===== src/lzwd_pkg.sv =====
// Shared constants, token codes and controller/datapath handshake structs for the
// LZSS window decompressor. No dependencies.
`timescale 1ns / 1ps

package lzwd_pkg;

    // Ring window geometry.
    localparam int WINDOW_SIZE = 4096;
    localparam int WIN_AW      = $clog2(WINDOW_SIZE);

    // Write position after reset.
    localparam logic [WIN_AW-1:0] WRITE_START = WIN_AW'(4078);

    // A reference length field is biased by this amount.
    localparam int LEN_BIAS = 3;
    localparam int CNT_W    = 5;

    // Flags per flag byte.
    localparam logic [3:0] FLAGS_PER_BYTE = 4'd8;

    // Meaning of the next payload byte.
    typedef enum logic [1:0] {
        TOK_FLAG,
        TOK_LITERAL,
        TOK_REF_HIGH,
        TOK_REF_LOW
    } t_tok;

    // Commands from the controller to the datapath.
    typedef struct packed {
        logic clr_step;
        logic load_flag;
        logic load_high;
        logic put_lit;
        logic start_copy;
        logic rd_issue;
        logic put_copy;
    } t_cmd;

    // Status from the datapath to the controller.
    typedef struct packed {
        t_tok tok;
        logic clr_last;
        logic out_free;
        logic copy_last;
    } t_status;

endpackage


===== src/lzwd_ctrl.sv =====
// Controller state machine: window clearing, token dispatch and the copy loop.
// Depends on lzwd_pkg.
`timescale 1ns / 1ps

module lzwd_ctrl (
    input  logic             i_clk,
    input  logic             i_rst_n,
    input  logic             i_in_valid,
    output logic             o_in_ready,
    input  lzwd_pkg::t_status i_status,
    output lzwd_pkg::t_cmd    o_cmd
);
    import lzwd_pkg::*;

    typedef enum logic [1:0] {
        ST_CLEAR,
        ST_IDLE,
        ST_READ,
        ST_WRITE
    } t_state;

    t_state r_state;
    t_state n_state;
    logic   w_accept;

    // A new request is taken only in idle with room in the output register.
    assign o_in_ready = (r_state == ST_IDLE) && i_status.out_free;
    assign w_accept   = i_in_valid && o_in_ready;

    // Command decode and next state.
    always_comb begin
        o_cmd   = '0;
        n_state = r_state;
        unique case (r_state)
            ST_CLEAR: begin
                o_cmd.clr_step = 1'b1;
                if (i_status.clr_last) begin
                    n_state = ST_IDLE;
                end
            end
            ST_IDLE: begin
                if (w_accept) begin
                    unique case (i_status.tok)
                        TOK_FLAG:     o_cmd.load_flag = 1'b1;
                        TOK_LITERAL:  o_cmd.put_lit   = 1'b1;
                        TOK_REF_HIGH: o_cmd.load_high = 1'b1;
                        TOK_REF_LOW: begin
                            o_cmd.start_copy = 1'b1;
                            n_state          = ST_READ;
                        end
                        default: ;
                    endcase
                end
            end
            ST_READ: begin
                o_cmd.rd_issue = 1'b1;
                n_state        = ST_WRITE;
            end
            ST_WRITE: begin
                if (i_status.out_free) begin
                    o_cmd.put_copy = 1'b1;
                    n_state        = i_status.copy_last ? ST_IDLE : ST_READ;
                end
            end
            default: n_state = ST_IDLE;
        endcase
    end

    // State register; reset starts the window clearing pass.
    always_ff @(posedge i_clk) begin
        if (!i_rst_n) begin
            r_state <= ST_CLEAR;
        end else begin
            r_state <= n_state;
        end
    end

endmodule


===== config.mk =====
export PLATFORM = sky130hd
export DESIGN_NAME = lzwd_ctrl
export DESIGN_NICKNAME = d
export VERILOG_FILES = /design/src/lzwd_pkg.sv /design/src/lzwd_ctrl.sv
export SDC_FILE = /design/constraint.sdc
export NUM_CORES = 1
export LEC_CHECK = 0
export ABC_AREA = 1
export BUFFER_PORTS_ARGS = -buffer_cell sky130_fd_sc_hd__buf_2
export CAP_MARGIN = 40
export CORE_AREA = 2 2 39 41
export DETAILED_ROUTE_END_ITERATION = 12
export DIE_AREA = 0 0 41 43
export GPL_TIMING_DRIVEN = 0
export HOLD_SLACK_MARGIN = 0.05
export PLACE_DENSITY = 0.44
export SETUP_SLACK_MARGIN = 0.05
export SLEW_MARGIN = 15
export SYNTH_ARGS = -nofsm -noshare
export SYNTH_HDL_FRONTEND = slang
export SYNTH_SLANG_ARGS = --single-unit
export TNS_END_PERCENT = 20

===== constraint.sdc =====
create_clock -name i_clk -period 1.1 [get_ports i_clk]
set_input_delay 0.055 -clock i_clk [delete_from_list [all_inputs] [get_ports i_clk]]
set_output_delay 0.055 -clock i_clk [all_outputs]
set_load 0.01 [all_outputs]

Word-level counts from Yosys, hierarchy flattened
Index checks and enable logic that the tools add are counted.
Storage, ports and cells
  register bits: 2
  bits of input ports: 8
  logic and storage cells: 32
Operators by class
  equal/unequal tests: 10
  multiplexer cells: 16
  reductions and logical operators: 5
Operators with widths (number)
  $mux 2: 5
  $eq 2x2->1 const B: 4
  $mux 1: 8
  $mux 4: 2
  $pmux 2 s4: 1
  $ne 2x2->1 const B: 3
  $eq 2x1->1 const B: 2
  $logic_not 2->1: 2
  $reduce_and 4->1: 1
  $logic_and 1x1->1: 2
  $ne 2x1->1 const B: 1

Longest topological paths before layout
Gate-level depths: netlist of the first run.
  word-level depth: 5
  depth in mapped cells: 8
  gate-level depth less buffers: 8

Worst setup path before layout of the first run
Ideal clock, no wire load.
  path kind: register -> output
  start: register r_state[0]
  end: output port o_cmd[3] in the netlist's numbering
  arrival time: 0.984 ns
  path slack: 0.061 ns
  stages on the path, launching flop included: 5
  path through: dfxtp_1 inv_2 nor3_4 nand2_2 nor3_2
RTL lines
  start: declaration: line lzwd_ctrl.sv:22  | t_state r_state;
  start signal: assignment: line lzwd_ctrl.sv:74  | r_state <= n_state;
  end: declaration: line lzwd_ctrl.sv:11  | output lzwd_pkg::t_cmd o_cmd

==> results, run 1 <==
- The routed via count divided by cell count is between 3 and 4.
- At the later pin of the worst-skew pair, clock insertion delay measures around 0.22 ns.
- Across all register-to-register paths, the minimum setup slack is 0.06 ns.
- A synthesized cell averages 5.83 um2.
- Synthesis produced a netlist with a net count of 49.
- In this run the power density over the cells is 1720 nW/um2.
- The tightest min-delay check is of the in2reg type.
- The utilization after layout is 0.274.
- The area occupied by multi-input gates is 161 um2.
- In this design, the largest share of critical-path delay is due to simple AND/OR/NAND/NOR gates.
- At the pin with the least slew margin, the transition time is 0.160 ns.
- The number of failing hold endpoints at the final stage was 0.
- The path length in cells of the critical path is 5.
- The kind of launch point of the worst setup path is a flip-flop.
- Counting the buffers created by CTS gives 3.
- The first-pass GRT wire length is ~930 um.
- Of all flip-flops after synthesis, the portion carrying an async set or reset was 0.
- The initial cell density of the core is 0.173.
- Setup repair after global routing could not meet its margin everywhere.
- The largest register by flop count is r_state.
- The first-iteration detailed-routing DRC count is 5.
- In this run the clock root is driven by a sky130_fd_sc_hd__clkbuf_4.
- The core region is 1380 um2.
- The chip width is ~40 um.
- The largest registers in the layout are r_state: 2 flops.
- Yosys attributes the largest share of cell area to sky130_fd_sc_hd__dfxtp_1 (17%), sky130_fd_sc_hd__nand2_1 (16%), sky130_fd_sc_hd__inv_1 (11%).
- The most common library cell in the layout ignoring fill and taps is sky130_fd_sc_hd__buf_2.
- The number of buffers added on ports is 15.
- The detail-routed net length per standard cell is between 7 and 8 um.
- For met3 alone, demand over resource in global routing was 0.0314.
- The slowest stage cell on the critical path is sky130_fd_sc_hd__dfxtp_4.
- The total via count in the routed design is 288.
- The total grt overflow is 0.
- The initial antenna violation count was 0.
- The number of pins exceeding their max-slew limit in the final report is 0.
- For hold timing, the worst endpoint is r_state[1].
- After synthesis, the netlist uses 16 different library cells.
- The area of the die is ~1800 um2.
- The clock passes through at most 2 buffers.
- The synthesized netlist occupies a cell area of 239 um2.
- The TritonCTS clock tree is yes.
- The synthesized instance count is 41.
- The number of cells on the worst reg-to-reg path is 8.
- The area growth from synthesis to layout is 58.6%.
- Once routing completed, OpenROAD measured the worst setup slack at -0.107 ns.
- At the worst endpoint, the arrival time is between 1 and 1.5 ns.
- For this run, global-route usage on met1 was measured as 0.115.
- The launching point of the worst reg2reg path is r_state[0].
- The final routed wirelength across all metal layers is 556 um.
- By startpoint and endpoint, the worst setup path is classified as reg2out.
- The remaining routing DRC violations is 0.
- Counting flops with a built-in enable in the synthesized netlist gives 0.
- The minimum clock period is approximately 1.2 ns.
- Setup violations remaining at the end of the flow were counted as 4.
- Pin placement for this block handled 16 I/O pins.
- The top cell types in the final layout, fill and taps aside, are sky130_fd_sc_hd__buf_2 (15), sky130_fd_sc_hd__nand2_1 (10), sky130_fd_sc_hd__inv_1 (7).
- For met2 alone, demand over resource in global routing was 0.0906.
- In this run the most used layer during global routing was met1.
- The number of warning messages in the yosys log is 0.
- The post-route clock skew is 0.000233 ns.
- Measured against its own limit, the worst slew margin works out to 0.893.
- The count of nets left with antenna violations once routing finished came out at 0.
- The vertical die dimension is 43 um.
- For this run, the register share of the synthesized area comes to 0.168.
- The share of post-route cells with drive strength above 1 is 0.517.
- The via count of the first global-routing pass was 248.
- The main flop type after synthesis is sky130_fd_sc_hd__dfxtp_1.
- The largest net degree at the start of global routing is 9.
- The first detailed-routing pass ran for 3 iterations.
- The final reports fail on setup timing.
- Overall power consumption after layout is estimated at approximately 650 uW.
- The count of clock tree sinks is 2.
- The storage element area is 45.0 um2.
- The number of standard-cell rows in the floorplan is 14.
- The maximum VDD drop is 0.525 mV.
- The hold buffer count at CTS is 0.
- For this design the static power due to leakage is 0.219 nW.
- Walking the worst path, the cells encountered are inv_4 > nor3_4 > nand2_2 > nor3_2 > buf_2.
- The layout has roughly 170 filler cells.
- Data on the critical path is required at its endpoint by between 1 and 1.5 ns.
- Detailed placement finished with a half-perimeter wire length of 460 um.
- In this run the number of H-tree levels came out at 1.
- Dividing the final minimum period by the clock period gives 1.10.
- The number of nets in the layout is 70.
- The worst register-to-register path ends at r_state[1].
- The worst path buffer plus inverter count is 2.
- The tightest hold path in the finished design has a slack of between 0.06 and 0.07 ns.
- The run finished, with violations left.
- The number of flip-flops and latches in the synthesized netlist is 2.
- Clock-pin slew was measured on the worst setup and hold paths at 0.03 ns.
- For this run, the slowest stage of the critical path takes between 0.3 and 0.4 ns.
- The maximum fanout along the worst path is 4.
- 0 antenna diodes ended up in the layout.
- Of the post-synthesis cell area, the dominant cell type holds 0.168.
- The number of flip-flops under the largest register name is 2.
- The startpoint of the lowest-slack hold path is i_rst_n.
- The count of max-cap constraint violations is 0.
- Based on the critical path, the design can be clocked at up to 829 MHz.
- The worst hold path was traced through 3 stages.
- The congestion estimate from routability-driven global placement came to 0.762.
- STA classifies the critical path endpoint as a primary output.
- The global routing usage summed across all routing layers is 0.0741.
- The biggest area consumer among synthesized cells is sky130_fd_sc_hd__dfxtp_1.
## cell usage after synthesis (2+ instances only)
master,number
sky130_fd_sc_hd__inv_1,7
sky130_fd_sc_hd__nor2_1,6
sky130_fd_sc_hd__nand3_1,2
sky130_fd_sc_hd__nor2_2,2
sky130_fd_sc_hd__nor3_2,2
sky130_fd_sc_hd__inv_2,2
sky130_fd_sc_hd__dfxtp_1,2
sky130_fd_sc_hd__nand2_1,10
## how the worst max path moves through the flow
stage,startpoint,end
3_3_place_gp,r_state[0],o_cmd[3]
6_report,r_state[0],o_cmd[5]
4_1_cts,r_state[0],o_cmd[5]
3_5_place_dp,r_state[0],o_cmd[5]
5_1_grt,r_state[0],o_cmd[3]
2_1_floorplan,r_state[0],o_cmd[3]
## worst register-to-register path, cell delays in order, from the launching register on
cell	delay [ns]
sky130_fd_sc_hd__dfxtp_4	0.34
sky130_fd_sc_hd__buf_4	0.15
sky130_fd_sc_hd__nor2_4	0.10
sky130_fd_sc_hd__nand2_1	0.06
sky130_fd_sc_hd__nand2_1	0.08
sky130_fd_sc_hd__inv_1	0.04
sky130_fd_sc_hd__nand4_1	0.06
sky130_fd_sc_hd__nand2_1	0.05
sky130_fd_sc_hd__nor2_1	0.08
## layout make-up
cell class,count,share of cell area
flip-flops and latches,2,0.119
clock buffers,3,0.0594
multi-input cells,29,0.426
inverters,9,0.0957
well taps,16,0.0528
plain buffers,1,0.0297
repair buffers,16,0.218
## logic make-up (layout without fill, tap and decap cells)
kind of cell | after synthesis | in the layout | share of synthesized area
and+or+nand+nor | 26 | 26 | 0.571
AOI/OAI and AO/OA | 3 | 3 | 0.0733
buffers and inverters | 10 | 29 | 0.189
DFF | 2 | 2 | 0.168
## repair_timing
item	CTS	global route
gates resized for setup	3	3
pin swaps	2	1
setup buffers	1	0
endpoints found under the setup margin	8	10
## layer usage
layer  up-vias  part of all wire
met5         -                 0
met2         7              0.42
met3         0             0.043
met1       115              0.54
li1        166                 -
met4         0                 0
## stage by stage
step | setup TNS (ns) | std cells | instance area [um2] | setup slack (ns)
after floorplan | 0 | 41 | 239 | 0.0609
after global placement | 0 | 72 | 334 | 0.00125
after detailed placement | -0.0269 | 72 | 334 | -0.0165
after CTS | -0.419 | 76 | 370 | -0.120
after global routing | -0.803 | 76 | 379 | -0.199
final | -0.355 | 76 | 379 | -0.107
## power breakdown
| part | switching [mW] | total, mW | internal (mW) |
|---|---|---|---|
| logic | 0.223 | 0.377 | 0.155 |
| clock network | 0.0367 | 0.157 | 0.120 |
| registers | 0.0150 | 0.118 | 0.103 |
| total | 0.274 | 0.652 | 0.377 |
(Power assumes the default switching activity.)
==> run 2: changes to the inputs <==
--- a/config.mk
+++ b/config.mk
@@ -6,14 +6,13 @@
 export NUM_CORES = 1
 export LEC_CHECK = 0
 export ABC_AREA = 1
-export BUFFER_PORTS_ARGS = -buffer_cell sky130_fd_sc_hd__buf_2
 export CAP_MARGIN = 40
 export CORE_AREA = 2 2 39 41
 export DETAILED_ROUTE_END_ITERATION = 12
 export DIE_AREA = 0 0 41 43
-export GPL_TIMING_DRIVEN = 0
+export DONT_BUFFER_PORTS = 1
 export HOLD_SLACK_MARGIN = 0.05
-export PLACE_DENSITY = 0.44
+export PLACE_DENSITY = 0.34
 export SETUP_SLACK_MARGIN = 0.05
 export SLEW_MARGIN = 15
 export SYNTH_ARGS = -nofsm -noshare
==> run 2 against run 1 <==
The run still ends with setup timing left; largest power group unchanged; power grew 14%; critical path depth fell by 1; sequential share of layout area fell by 1.1 points; clock power barely moved; global-route usage up 0.71 points; wire length grew 5.6%.
==> results, run 2 (synthesized netlist as in run 1, its figures left out) <==
- The insertion delay to the later sink of the worst-skew pair came to 0.22 ns (about the same).
- The first-pass GRT wire length was 938 um (was 931 um).
- The first-pass iteration count of the detailed router is 1 (was 3).
- The kind of cell adding the most delay to the critical path is simple AND/OR/NAND/NOR gates (unchanged).
- The sum of internal, switching and leakage power came to 745 uW (was 652 uW).
- The via count of the first global-routing pass was 274 (was 248).
- The maximum fanout along the worst path is 4 (unchanged).
- The count of clock tree sinks was 2 (unchanged).
- The worst path buffer plus inverter count is 1 (was 2).
- The timing startpoint of the critical path is r_state[1] (was r_state[0]).
- The number of standard-cell rows in the floorplan came to 14 (unchanged).
- The number of pins exceeding their max-slew limit in the final report is 0 (unchanged).
- The number of buffers added on ports was 0 (was 15).
- The worst min-delay path class is in2reg (unchanged).
- The final routed wirelength across all metal layers was 587 um (was 556 um).
- The largest net degree at the start of global routing is 5 (was 9).
- The initial antenna violation count came to 0 (unchanged).
- The antenna cell count is 0 (unchanged).
- The minimum clock period was 1.15 ns (was 1.21 ns).
- Leading cell types in the layout, fill and taps excluded: sky130_fd_sc_hd__buf_4 (11), sky130_fd_sc_hd__nand2_1 (10), sky130_fd_sc_hd__inv_1 (6) (was sky130_fd_sc_hd__buf_2 (15), sky130_fd_sc_hd__nand2_1 (10), sky130_fd_sc_hd__inv_1 (7)).
- The critical path start-end classification is reg2out (unchanged).
- The largest register by flop count was r_state (unchanged).
- The first-iteration detailed-routing DRC count is 0 (was 5).
- The number of filler instances in the final layout is 158 (was 169).
- The routed via count divided by cell count is 3.97 (was 3.79).
- The maximum cell stage delay along the critical path is 0.34 ns (was 0.35 ns).
- The instance count after placement with tap cells included is 65 (was 72).
- The worst hold slack after final layout was 0.0778 ns (was 0.0699 ns).
- The total of endpoints with negative setup slack in the final report is 4 (unchanged).
- The remaining routing DRC violations is 0 (unchanged).
- The placeable core region is 1380 um2 (unchanged).
- The flop-to-flop setup slack is 0.03 ns (was 0.06 ns).
- The detail-routed net length per standard cell is 8.04 um (was 7.32 um).
- The number of levels in the clock H-tree is 1 (unchanged).
- The most common library cell in the layout ignoring fill and taps is sky130_fd_sc_hd__buf_4 (was sky130_fd_sc_hd__buf_2).
- The share of post-route cells with drive strength above 1 is 0.526 (was 0.517).
- List of cells traversed by the critical path: buf_6 > nor3_4 > nand2_4 > nor3_4 (was inv_4 > nor3_4 > nand2_2 > nor3_2 > buf_2).
- The kind of launch point of the worst setup path is a flip-flop (unchanged).
- The signed area change from the synthesized netlist to the final layout came to 75.4% (was 58.6%).
- The post-detailed-route count of antenna-violating nets came to 0 (unchanged).
- The endpoint of the lowest-slack register-to-register path is r_state[1] (unchanged).
- The chip width is 41 um (unchanged).
- The critical path endpoint category is a primary output (unchanged).
- The arrival time at the worst endpoint is 1.10 ns (was 1.15 ns).
- The number of flip-flops under the largest register name came to 2 (unchanged).
- The ratio of final minimum period to clock period is 1.05 (was 1.10).
- The power density of the placed cells is 1780 nW/um2 (was 1720 nW/um2).
- The final setup TNS was -0.179 ns (was -0.355 ns).
- The routability congestion estimate is 0.705 (was 0.762).
- The global routing usage summed across all routing layers is 0.0812 (was 0.0741).
- Unrepaired setup endpoints after global routing: yes (unchanged).
- The worst setup path endpoint is o_cmd[3] (was o_cmd[5]).
- The leakage power total is 0.219 nW (about the same).
- The clock edge transition at the registers on the reported setup and hold paths is 0.03 ns (about the same).
- The master cell of the clock root buffer is sky130_fd_sc_hd__clkbuf_4 (unchanged).
- The worst-case setup margin in the final layout is -0.0547 ns (was -0.107 ns).
- The path length in cells of the critical path is 4 (was 5).
- The depth of the worst register-to-register path came to 7 (was 8).
- The area of the die came to 1760 um2 (unchanged).
- The total via count in the routed design was 290 (was 288).
- The post-route clock skew is 0.00281 ns (was 0.000233 ns).
- The initial cell density of the core is 0.173 (unchanged).
- The slew at the pin closest to its max-slew limit came to 0.210 ns (was 0.160 ns).
- The number of cells in the finished layout apart from fillers is 73 (was 76).
- Outcome: finished with violations (unchanged).
- The slowest stage cell on the critical path is sky130_fd_sc_hd__dfxtp_4 (unchanged).
- The setup slack after placement is 0.0100 ns (was -0.0165 ns).
- The number of buffers on the longest clock path came to 2 (unchanged).
- The detailed placer's ending HPWL is 463 um (was 460 um).
- The number of buffers created by CTS came to 3 (unchanged).
- The number of failing hold endpoints at the final stage is 0 (unchanged).
- The critical path data required time came to 1.04 ns (about the same).
- The number of I/O pins is 16 (unchanged).
- The cell with the most instances on the worst path is sky130_fd_sc_hd__nor3_4.
- The maximum VDD drop is 0.628 mV (was 0.525 mV).
- The count of max-cap constraint violations is 0 (unchanged).
- The launching point of the worst reg2reg path is r_state[1] (was r_state[0]).
- The total grt overflow is 0 (unchanged).
- The TritonCTS clock tree is yes (unchanged).
- The number of nets in the layout was 67 (was 70).
- The vertical die dimension is 43 um (unchanged).
- The normalized max-slew margin is 0.859 (was 0.893).
- Violations in the final reports: setup timing (unchanged).
- Registers with the most flip-flops: r_state: 2 flops (unchanged).
- The highest attainable clock frequency is 866 MHz (was 829 MHz).
==> run 2: cell count changes in the layout (fill, tap and decap cells not counted), moves of 2 or more <==
cell                            previous run  this run
sky130_fd_sc_hd__inv_2                     1         3
sky130_fd_sc_hd__nor2_1                    5         3
sky130_fd_sc_hd__nor3_4                    1         3
sky130_fd_sc_hd__buf_2                    15         0
sky130_fd_sc_hd__nor2_2                    2         5
sky130_fd_sc_hd__buf_4                     1        11
sky130_fd_sc_hd__dlygate4sd3_1             0         2
==> run 2: stage by stage <==
stage | utilization | instance area [um2]
floorplan | - | 239
CTS | 0.299 | 414
global route | 0.303 | 419
finish | 0.303 | 419
global placement | 0.228 | 315
detailed placement | 0.228 | 315
==> run 2: how the worst min path moves through the flow <==
| stage | from | endpoint | slack, ns | cells after the start |
|---|---|---|---|---|
| 4_1_cts | i_rst_n | r_state[0] | 0.07 | 3 |
| 2_1_floorplan | i_status[3] | o_cmd[5] | 0.14 | 1 |
| 6_report | i_rst_n | r_state[0] | 0.08 | 3 |
| 3_5_place_dp | i_status[3] | o_cmd[5] | 0.14 | 1 |
| 3_3_place_gp | i_status[3] | o_cmd[5] | 0.15 | 1 |
| 5_1_grt | i_rst_n | r_state[0] | 0.09 | 3 |
==> run 2: per-layer routing <==
layer | share of wire | GRT usage | vias up | routed length (um)
met1 | 0.45 | 0.0831 | 123 | 262
met5 | 0 | 0 | - | 0
met2 | 0.50 | 0.113 | 10 | 291
met3 | 0.058 | 0.0524 | 0 | 34
met4 | 0 | 0.0600 | 0 | 0
li1 | - | - | 157 | -
==> run 2: what timing repair did <==
| action | 4_1_cts | 5_1_grt |
|---|---|---|
| pin swaps | 4 | 2 |
| endpoints found under the setup margin | 9 | 10 |
| hold endpoints to repair | 2 | 0 |
| hold buffers | 2 | 0 |
| setup buffers | 3 | 0 |
| gates resized for setup | 10 | 2 |
==> run 2: cell type report <==
class / instances / area (um2) / area share
clock buffer: 3 / 22.5 / 0.0537
inverter: 9 / 33.8 / 0.0806
multi-input combinational: 29 / 184 / 0.439
sequential: 2 / 45.0 / 0.107
tap: 16 / 20.0 / 0.0478
timing repair buffer: 14 / 114 / 0.272
==> run 2: worst min-delay path: stages <==
cell	delay, ns
sky130_fd_sc_hd__a21boi_0	0.11
sky130_fd_sc_hd__nand2_1	0.06
sky130_fd_sc_hd__inv_1	0.03
==> run 2: where the power goes <==
part           switching (mW)  total (mW)  internal [mW]
combinational           0.229       0.463          0.234
sequential             0.0171       0.122          0.105
clock                  0.0394       0.160          0.120
==> run 3: changes to the inputs <==
--- a/config.mk
+++ b/config.mk
@@ -7,12 +7,14 @@
 export LEC_CHECK = 0
 export ABC_AREA = 1
 export CAP_MARGIN = 40
+export CELL_PAD_IN_SITES_DETAIL_PLACEMENT = 0
+export CELL_PAD_IN_SITES_GLOBAL_PLACEMENT = 1
 export CORE_AREA = 2 2 39 41
 export DETAILED_ROUTE_END_ITERATION = 12
 export DIE_AREA = 0 0 41 43
 export DONT_BUFFER_PORTS = 1
 export HOLD_SLACK_MARGIN = 0.05
-export PLACE_DENSITY = 0.34
+export PLACE_DENSITY = 0.45
 export SETUP_SLACK_MARGIN = 0.05
 export SLEW_MARGIN = 15
 export SYNTH_ARGS = -nofsm -noshare
==> run 3 against run 2 <==
The run still ends with setup timing left; clock power fell by 5%; clock skew down 0.0016 ns; sequential power increased by 4%; utilization decreased by 0.090 points; non-clock buffer count did not move; global-route usage fell by 0.21 points; flip-flop and latch count unchanged.
==> results, run 3 (synthesized netlist as in run 1, its figures left out) <==
- Outcome: finished with violations (unchanged).
- Violations in the final reports: setup timing (unchanged).
- The launching point of the worst reg2reg path is r_state[1] (unchanged).
- The maximum fanout along the worst path came to 4 (unchanged).
- The clock edge transition at the registers on the reported setup and hold paths is 0.03 ns (about the same).
- The via count of the first global-routing pass is 264 (was 274).
- The global routing usage summed across all routing layers is 0.0791 (was 0.0812).
- The share of total power in the clock network is 0.209 (was 0.214).
- The minimum clock period is 1.17 ns (was 1.15 ns).
- The count of clock tree sinks came to 2 (unchanged).
- The routability congestion estimate was 0.730 (was 0.705).
- The initial antenna violation count was 0 (unchanged).
- The met1 usage is 0.102 (was 0.0831).
- The first-pass iteration count of the detailed router was 2 (was 1).
- The detailed placer's ending HPWL was 471 um (was 463 um).
- The critical path endpoint category is a primary output (unchanged).
- The final setup TNS came to -0.284 ns (was -0.179 ns).
- The number of buffers on the longest clock path is 2 (unchanged).
- The internal power summed over all cells is 452 uW (was 459 uW).
- The critical path start-end classification is reg2out (unchanged).
- The worst min-delay path endpoint is r_state[0] (unchanged).
- The total of endpoints with negative setup slack in the final report is 5 (was 4).
- The largest register by flop count is r_state (unchanged).
- The first-pass GRT wire length is 986 um (was 938 um).
- The area of the die came to 1760 um2 (unchanged).
- The met2 routing resource usage after global routing is 0.125 (was 0.113).
- The routed via count divided by cell count is 3.96 (was 3.97).
- The worst-case setup margin in the final layout was -0.0731 ns (was -0.0547 ns).
- The initial cell density of the core is 0.173 (unchanged).
- The number of flip-flops under the largest register name was 2 (unchanged).
- The insertion delay to the later sink of the worst-skew pair is 0.21 ns (was 0.22 ns).
- The met3 track demand over resource is 0.0209 (was 0.0524).
- The most used routing layer is met2 (unchanged).
- The switching share of power is 0.377 (was 0.384).
- The cell count of the worst hold path is 3 (unchanged).
- The number of buffers created by CTS is 3 (unchanged).
- The number of cells in the finished layout apart from fillers is 73 (unchanged).
- The depth of the worst register-to-register path is 7 (unchanged).
- The antenna cell count came to 0 (unchanged).
- The post-route clock skew is 0.00124 ns (was 0.00281 ns).
- The arrival time at the worst endpoint is 1.12 ns (was 1.10 ns).
- The remaining routing DRC violations is 0 (unchanged).
- The largest net degree at the start of global routing is 5 (unchanged).
- The power density of the placed cells is 1740 nW/um2 (was 1780 nW/um2).
- The share of post-route cells with drive strength above 1 is 0.491 (was 0.526).
- The signed area change from the synthesized netlist to the final layout is 74.9% (was 75.4%).
- The normalized max-slew margin was 0.855 (was 0.859).
- The master cell of the clock root buffer is sky130_fd_sc_hd__clkbuf_4 (unchanged).
- The critical path data required time is 1.04 ns (about the same).
- The flop-to-flop setup slack is 0.03 ns (about the same).
- The sum of internal, switching and leakage power came to 726 uW (was 745 uW).
- The ratio of final minimum period to clock period is 1.07 (was 1.05).
- Registers with the most flip-flops: r_state: 2 flops (unchanged).
- The leakage power total came to 0.219 nW (about the same).
- The slew at the pin closest to its max-slew limit is 0.217 ns (was 0.210 ns).
- The kind of launch point of the worst setup path is a flip-flop (unchanged).
- The number of buffers added on ports is 0 (unchanged).
- The total via count in the routed design is 289 (was 290).
- The worst min-delay path class is in2reg (unchanged).
- The number of levels in the clock H-tree is 1 (unchanged).
- The instance count after placement with tap cells included was 65 (unchanged).
- The count of max-cap constraint violations is 0 (unchanged).
- The number of failing hold endpoints at the final stage came to 0 (unchanged).
- The maximum VDD drop came to 0.565 mV (was 0.628 mV).
- The number of nets in the layout is 67 (unchanged).
- Leading cell types in the layout, fill and taps excluded: sky130_fd_sc_hd__nand2_1 (10), sky130_fd_sc_hd__buf_4 (10), sky130_fd_sc_hd__inv_1 (7) (was sky130_fd_sc_hd__buf_4 (11), sky130_fd_sc_hd__nand2_1 (10), sky130_fd_sc_hd__inv_1 (6)).
- The number of I/O pins was 16 (unchanged).
- The placeable core region is 1380 um2 (unchanged).
- The vertical die dimension is 43 um (unchanged).
- The detail-routed net length per standard cell is 8.41 um (was 8.04 um).
- The sequential power share is 0.175 (was 0.164).
- The total grt overflow is 0 (unchanged).
- The post-detailed-route count of antenna-violating nets is 0 (unchanged).
- The number of standard-cell rows in the floorplan is 14 (unchanged).
- The switching power summed over all nets is 274 uW (was 286 uW).
- The endpoint of the lowest-slack register-to-register path was r_state[1] (unchanged).
- The chip width is 41 um (unchanged).
- The first-iteration detailed-routing DRC count was 1 (was 0).
- The logic gate share of total power is 0.616 (was 0.622).
- The highest attainable clock frequency is 852 MHz (was 866 MHz).
- The final routed wirelength across all metal layers is 614 um (was 587 um).
- Unrepaired setup endpoints after global routing: yes (unchanged).
- The number of pins exceeding their max-slew limit in the final report is 0 (unchanged).
- The startpoint of the lowest-slack hold path is i_rst_n (unchanged).
- The TritonCTS clock tree was yes (unchanged).
==> run 3: power groups by stage <==
stage,combinational [mW],clock [mW],sequential [mW]
final,0.447,0.152,0.127
after global routing,0.499,0.174,0.129
after CTS,0.450,0.159,0.127
after detailed placement,0.356,0,0.133
after global placement,0.360,0,0.134
after floorplan,0.249,0,0.112
==> run 3: final cells by class <==
cell class | instances | area, um2
Inverter | 9 | 33.8
Clock buffer | 3 | 22.5
Multi-Input combinational cell | 29 | 179
Fill cell | 153 | 966
Tap cell | 16 | 20.0
Sequential cell | 2 | 45.0
Timing Repair Buffer | 14 | 118
==> run 3: worst max path at each step <==
stage | cells past startpoint | slack, ns | endpoint | from
5_1_grt | 4 | -0.15 | o_cmd[3] | r_state[1]
4_1_cts | 4 | -0.12 | o_cmd[3] | r_state[1]
3_3_place_gp | 8 | 0.009 | r_state[0] | r_state[0]
2_1_floorplan | 4 | 0.06 | o_cmd[3] | r_state[0]
6_report | 4 | -0.07 | o_cmd[5] | r_state[1]
3_5_place_dp | 4 | 0.03 | o_cmd[3] | r_state[1]
==> run 3: timing repair <==
item                                    CTS  global route
hold buffers                              2             0
gates resized for setup                  11             0
hold endpoints to repair                  2             0
endpoints found under the setup margin    9            10
pin swaps                                 5             1
buffers inserted                          3             0
==> run 3: layer usage <==
layer	vias up	share of wire
met5	-	0
met4	0	0
met3	0	0.065
met2	7	0.51
met1	122	0.42
li1	160	-
==> run 3: through the flow <==
step | instance area (um2) | utilization | worst slack (ns) | hold slack, ns
floorplan | 239 | - | 0.0609 | 0.143
global placement | 315 | 0.228 | 0.00880 | 0.145
detailed placement | 315 | 0.228 | 0.0287 | 0.146
CTS | 418 | 0.302 | -0.117 | 0.0690
global route | 418 | 0.302 | -0.148 | 0.0853
finish | 418 | 0.302 | -0.0731 | 0.0701
==> run 3: worst max-delay path, cell delays in order (launching register included) <==
cell and delay (ns):
sky130_fd_sc_hd__dfxtp_4 0.34, sky130_fd_sc_hd__buf_6 0.11, sky130_fd_sc_hd__nor3_4 0.17, sky130_fd_sc_hd__nand2_4 0.11, sky130_fd_sc_hd__nor3_4 0.16
